--- config.mk ---
export PLATFORM = sky130hd
export DESIGN_NAME = qvr_round_sat
export DESIGN_NICKNAME = d
export VERILOG_FILES = /design/src/hw/rtl/qvr_pkg.sv /design/src/hw/rtl/qvr_round_sat.sv
export SDC_FILE = /design/constraint.sdc
export NUM_CORES = 1
export LEC_CHECK = 0
export BUFFER_PORTS_ARGS = -buffer_cell sky130_fd_sc_hd__buf_2
export CAP_MARGIN = 20
export CORE_MARGIN = 4
export CORE_UTILIZATION = 48
export CTS_CLUSTER_DIAMETER = 50
export DETAILED_ROUTE_END_ITERATION = 10
export PLACE_DENSITY = 0.89
export SYNTH_ARGS = -nofsm -noshare
export SYNTH_HDL_FRONTEND = slang
export SYNTH_SLANG_ARGS = --single-unit
--- constraint.sdc ---
create_clock -name clk -period 5.5 [get_ports clk]
set_input_delay 0.55 -clock clk [delete_from_list [all_inputs] [get_ports clk]]
set_output_delay 0.55 -clock clk [all_outputs]
set_load 0.02 [all_outputs]
--- src/hw/rtl/qvr_pkg.sv ---
// qvr_pkg: shared constants for the quaternion vector rotation pipeline
// no dependencies; imported by every qvr module and the top level
`default_nettype none

package qvr_pkg;

    // default component widths of the quaternion and the vector
    localparam int QUAT_WIDTH_DEF = 16;
    localparam int VEC_WIDTH_DEF  = 16;

    // positions of the twelve products in a product bank, named row by column
    typedef enum logic [3:0] {
        PR_WX, PR_WY, PR_WZ,
        PR_XX, PR_XY, PR_XZ,
        PR_YX, PR_YY, PR_YZ,
        PR_ZX, PR_ZY, PR_ZZ
    } prod_idx_t;

    localparam int NUM_PROD = 12;

endpackage

`default_nettype wire

--- src/hw/rtl/qvr_round_sat.sv ---
// qvr_round_sat: round to nearest, saturate to the vector width, output register
// depends on qvr_pkg
`default_nettype none

module qvr_round_sat
    import qvr_pkg::*;
#(
    parameter int QUAT_WIDTH = QUAT_WIDTH_DEF,
    parameter int VEC_WIDTH  = VEC_WIDTH_DEF,
    localparam int RW   = 2 * QUAT_WIDTH + VEC_WIDTH + 4,
    localparam int FRAC = 2 * (QUAT_WIDTH - 2),
    localparam int SW   = RW + 1 - FRAC
)
(
    input  wire logic                          clk,
    input  wire logic                          rst_n,
    input  wire logic                          in_valid,
    output logic                               in_ready,
    input  wire logic signed [RW-1:0]          r_x,
    input  wire logic signed [RW-1:0]          r_y,
    input  wire logic signed [RW-1:0]          r_z,
    output logic                               out_valid,
    input  wire logic                          out_ready,
    output logic signed [VEC_WIDTH-1:0]        rot_x,
    output logic signed [VEC_WIDTH-1:0]        rot_y,
    output logic signed [VEC_WIDTH-1:0]        rot_z,
    output logic                               clipped
);

    localparam logic signed [RW:0] HALF =
        {{(RW + 1 - FRAC){1'b0}}, 1'b1, {(FRAC - 1){1'b0}}};
    localparam logic signed [SW-1:0] SAT_HI =
        {{(SW - VEC_WIDTH + 1){1'b0}}, {(VEC_WIDTH - 1){1'b1}}};
    localparam logic signed [SW-1:0] SAT_LO =
        {{(SW - VEC_WIDTH + 1){1'b1}}, {(VEC_WIDTH - 1){1'b0}}};

    logic                        valid_reg;
    logic                        stage_ready;
    logic signed [VEC_WIDTH-1:0] rot_reg [3];
    logic signed [VEC_WIDTH-1:0] rot_next [3];
    logic                        clip_reg;
    logic                        clip_next;
    logic [2:0]                  clip_each;

    // round half up by floor((v + half) / 2^frac), then clamp
    function automatic logic [VEC_WIDTH:0] round_sat(input logic signed [RW-1:0] v);
        logic signed [RW:0]   biased;
        logic signed [SW-1:0] shifted;
        logic [VEC_WIDTH:0]   res;
        biased  = (RW + 1)'(v) + HALF;
        shifted = SW'(biased >>> FRAC);
        if (shifted > SAT_HI)
        begin
            res = {1'b1, SAT_HI[VEC_WIDTH-1:0]};
        end
        else if (shifted < SAT_LO)
        begin
            res = {1'b1, SAT_LO[VEC_WIDTH-1:0]};
        end
        else
        begin
            res = {1'b0, shifted[VEC_WIDTH-1:0]};
        end
        return res;
    endfunction

    assign stage_ready = !valid_reg || out_ready;
    assign in_ready    = stage_ready;

    // per-component rounding and clamp
    always_comb
    begin
        {clip_each[0], rot_next[0]} = round_sat(r_x);
        {clip_each[1], rot_next[1]} = round_sat(r_y);
        {clip_each[2], rot_next[2]} = round_sat(r_z);
        clip_next = |clip_each;
    end

    // output valid
    always_ff @(posedge clk or negedge rst_n)
    begin
        if (!rst_n)
        begin
            valid_reg <= 1'b0;
        end
        else if (stage_ready)
        begin
            valid_reg <= in_valid;
        end
    end

    // output payload
    always_ff @(posedge clk)
    begin
        if (stage_ready)
        begin
            rot_reg  <= rot_next;
            clip_reg <= clip_next;
        end
    end

    assign out_valid = valid_reg;
    assign rot_x     = rot_reg[0];
    assign rot_y     = rot_reg[1];
    assign rot_z     = rot_reg[2];
    assign clipped   = clip_reg;

endmodule

`default_nettype wire

==> run summary <==
Starting Density = 50.3%
Final Hold Vio Count = 0
reg2reg setup slack = 4.16 ns
critical path class = input pin to register
leakage = 1.67 nW
post-synthesis adder-cell area fraction = 1.07%
CTS root buf = clkbuf_8
Synth Area in XOR/XNOR = 11.5%
Die H = 93.3 um
number of vias per cell = 5.82
min Tclk post-route = 3.20 ns
Comb power frac = 22.8%
Setup Skew = 0.0161 ns
post-synthesis sequential area ratio = 42.8%
Net Sw Frac = 27.4%
Antenna Cells = 0
most common cell after layout, fill and taps aside = buf_2
core box area = 6940 um2
first-pass GRT wire length = 14100 um
compound-cell area share of the yosys netlist = 17.8%
Post-synth EDFFs = 49
Slew Limit Fails = 0
drc violations = 0
reg2reg start = out_valid
Clock Path Buffers = 2
worst hold slack = 0.462 ns
max-cap violation count = 0
worst-margin pin slew = 0.842 ns
Resized Gates After CTS = 0
Via Count = 3453
total gr overflow = 0
syn_nets = 526
Syn Std Cell Area = 3490 um2
clk_lat worst skew = 0.30 ns
CTS tree = done
slowest CP cell = nor4_1
Pint = 676 uW
Crit path largest cell delay = 0.69 ns
largest net degree at the start of global routing = 52
post-synthesis mux area share = 1.18%
CP endpoint kind = register
post-synthesis simple-gate area fraction = 23.5%
status = finished clean
reg2reg end = rot_y[0]
I/O pin count = 211
commonest cells after routing, fill and taps aside = 129 x buf_2, 49 x edfxtp_1, 39 x o21ai_0
ys async rst share = 2.00%
H-tree depth = 2
Final period util = 58.2%
RSZ-0062 raised after global routing = no
endpoints failing setup = 0
worst rel slew slack = 43.8%
critical-path cell list = buf_2 -> ha_1 -> nand4_1 -> nor4_1 -> xor2_1 -> or3_4 -> o41ai_4 -> buf_6 -> o21ai_0
gpl congestion = 0.926
hold path start = in_valid
top_reg_cell synth = edfxtp_1
flop and latch count out of synthesis = 50
PD cells = 212 nW/um2
Seq pwr share = 49.0%
share of cells above drive strength 1 = 32.8%
WHS Endpoint = out_valid
fmax = 312 MHz
Psw = 255 uW
Post-Syn Instances = 363
FF-to-FF path depth = 2
drt wl/cell = 15.0 um
Ys Warns = 0
detailed router's first-iteration violation count = 223
crit path DAT = 3.24 ns
die area = 8710 um2
average size of a mapped cell = 9.63 um2
initial antenna violation count = 0
HPWL after DPL = 7130 um
crit path buf inv count = 2
DR pass1 iterations = 5
CP Launch Type = input pin
vias in the first global route = 3111
CTS buffer count = 5
post-layout net count = 659
Cell variety after synth = 55
clock share of power = 28.2%
peak supply drop = 0.147 mV
Hold Crit Class = input pin to register
Setup TNS = 0 ns
Area growth syn-to-layout = 25.5%
Routed Antenna Nets = 0
Port Buffer Count = 129
Clock Sinks = 50
Required @ worst endpoint = 5.53 ns
num rows = 30
Post-Route WL = 8870 um
Worst path top cell family by delay = simple AND/OR/NAND/NOR gates
Die W = 93.3 um
clk slew on worst S/H paths = 0.07 ns
Hold Crit Depth = 2
worst-path maximum fanout = 10
largest family of logic cells by synthesized area = simple AND/OR/NAND/NOR gates
GRT Total Usage = 19.9%
==> worst reg2reg max path: cells and delay by family (launching register included) <==
kind / cells / cell delay [ns]
AND/OR/NAND/NOR: 1 / 0.07
flip-flops: 1 / 0.40
buffers and inverters: 1 / 0.51
==> power groups by stage <==
stage | Sequential, mW | Combinational [mW] | Clock, mW
floorplan | 0.502 | 0.0801 | 0
global placement | 0.466 | 0.204 | 0
detailed placement | 0.466 | 0.210 | 0
CTS | 0.457 | 0.210 | 0.267
global route | 0.459 | 0.232 | 0.287
finish | 0.457 | 0.212 | 0.263
==> Yosys cell counts (all sizes together) (3+ instances only) <==
master  number  area, um2
ha           3       37.5
clkbuf       7       26.3
and4         3       26.3
nand4       18        119
xnor2       17        149
inv         10       37.5
o21ai       48        274
or3          3       28.8
a311oi       4       35.0
nand2       27        101
a21oi        6       30.0
xor2        29        254
nor4         5       31.3
nand3       39        200
edfxtp      49       1470
nor2        23       86.3
nand2b       4       25.0
and3        14       87.6
nor3         8       56.3
a31oi        7       43.8
mux2i        3       30.0
a31o         4       35.0
==> timing repair <==
item / CTS / global route
hold buffers: 0 / 1
buffers inserted: 0 / 0
hold endpoints to repair: 0 / 1
==> cells by family after synthesis <==
logic type / after synthesis
AND/OR/NAND/NOR: 152
AO/OA/AOI/OAI: 90
flip-flops: 50
XOR/XNOR: 46
buffers and inverters: 18
multiplexers: 4
adder cells (fa/ha/maj): 3
==> worst max-delay path by stage <==
stage,start,to,slack (ns),depth (start not counted)
2_1_floorplan,r_y[27],clipped,2.71,8
3_5_place_dp,r_y[28],rot_y[8],1.75,8
4_1_cts,r_y[28],rot_y[8],2.07,8
5_1_grt,r_y[28],rot_y[6],2.14,10
3_3_place_gp,r_y[27],rot_y[6],1.79,8
6_report,r_y[28],rot_y[8],2.30,9
==> sequential cells by signal (all words and copies together) (netlist names) <==
name and count:
rot_x 16, clipped 1, rot_y 16, rot_z 16, out_valid 1
==> cell type report <==
| type | instances | area [um2] |
|---|---|---|
| sequential | 50 | 1500 |
| clock inverter | 1 | 30.0 |
| multi-input combinational | 295 | 1930 |
| timing repair buffer | 134 | 689 |
| inverter | 10 | 37.5 |
| tap | 96 | 120 |
| fill | 574 | 2560 |
| clock buffer | 7 | 86.3 |
==> per-layer routing <==
layer	wire length (um)	vias to the layer above	global-route usage [%]
met3	831	20	4.26
met2	4360	181	34.1
met5	0	-	0
met1	3480	1586	24.4
met4	197	0	7.33
li1	-	1666	-
==> stage by stage <==
stage	instance area [um2]	utilization (%)	instances	setup slack, ns	power [mW]
floorplan	3490	-	363	2.71	0.582
global placement	4240	61.1	582	1.79	0.670
detailed placement	4240	61.1	582	1.75	0.676
CTS	4360	62.7	590	2.07	0.935
global route	4390	63.2	593	2.14	0.978
finish	4390	63.2	593	2.30	0.932
(Power assumes the default switching activity.)
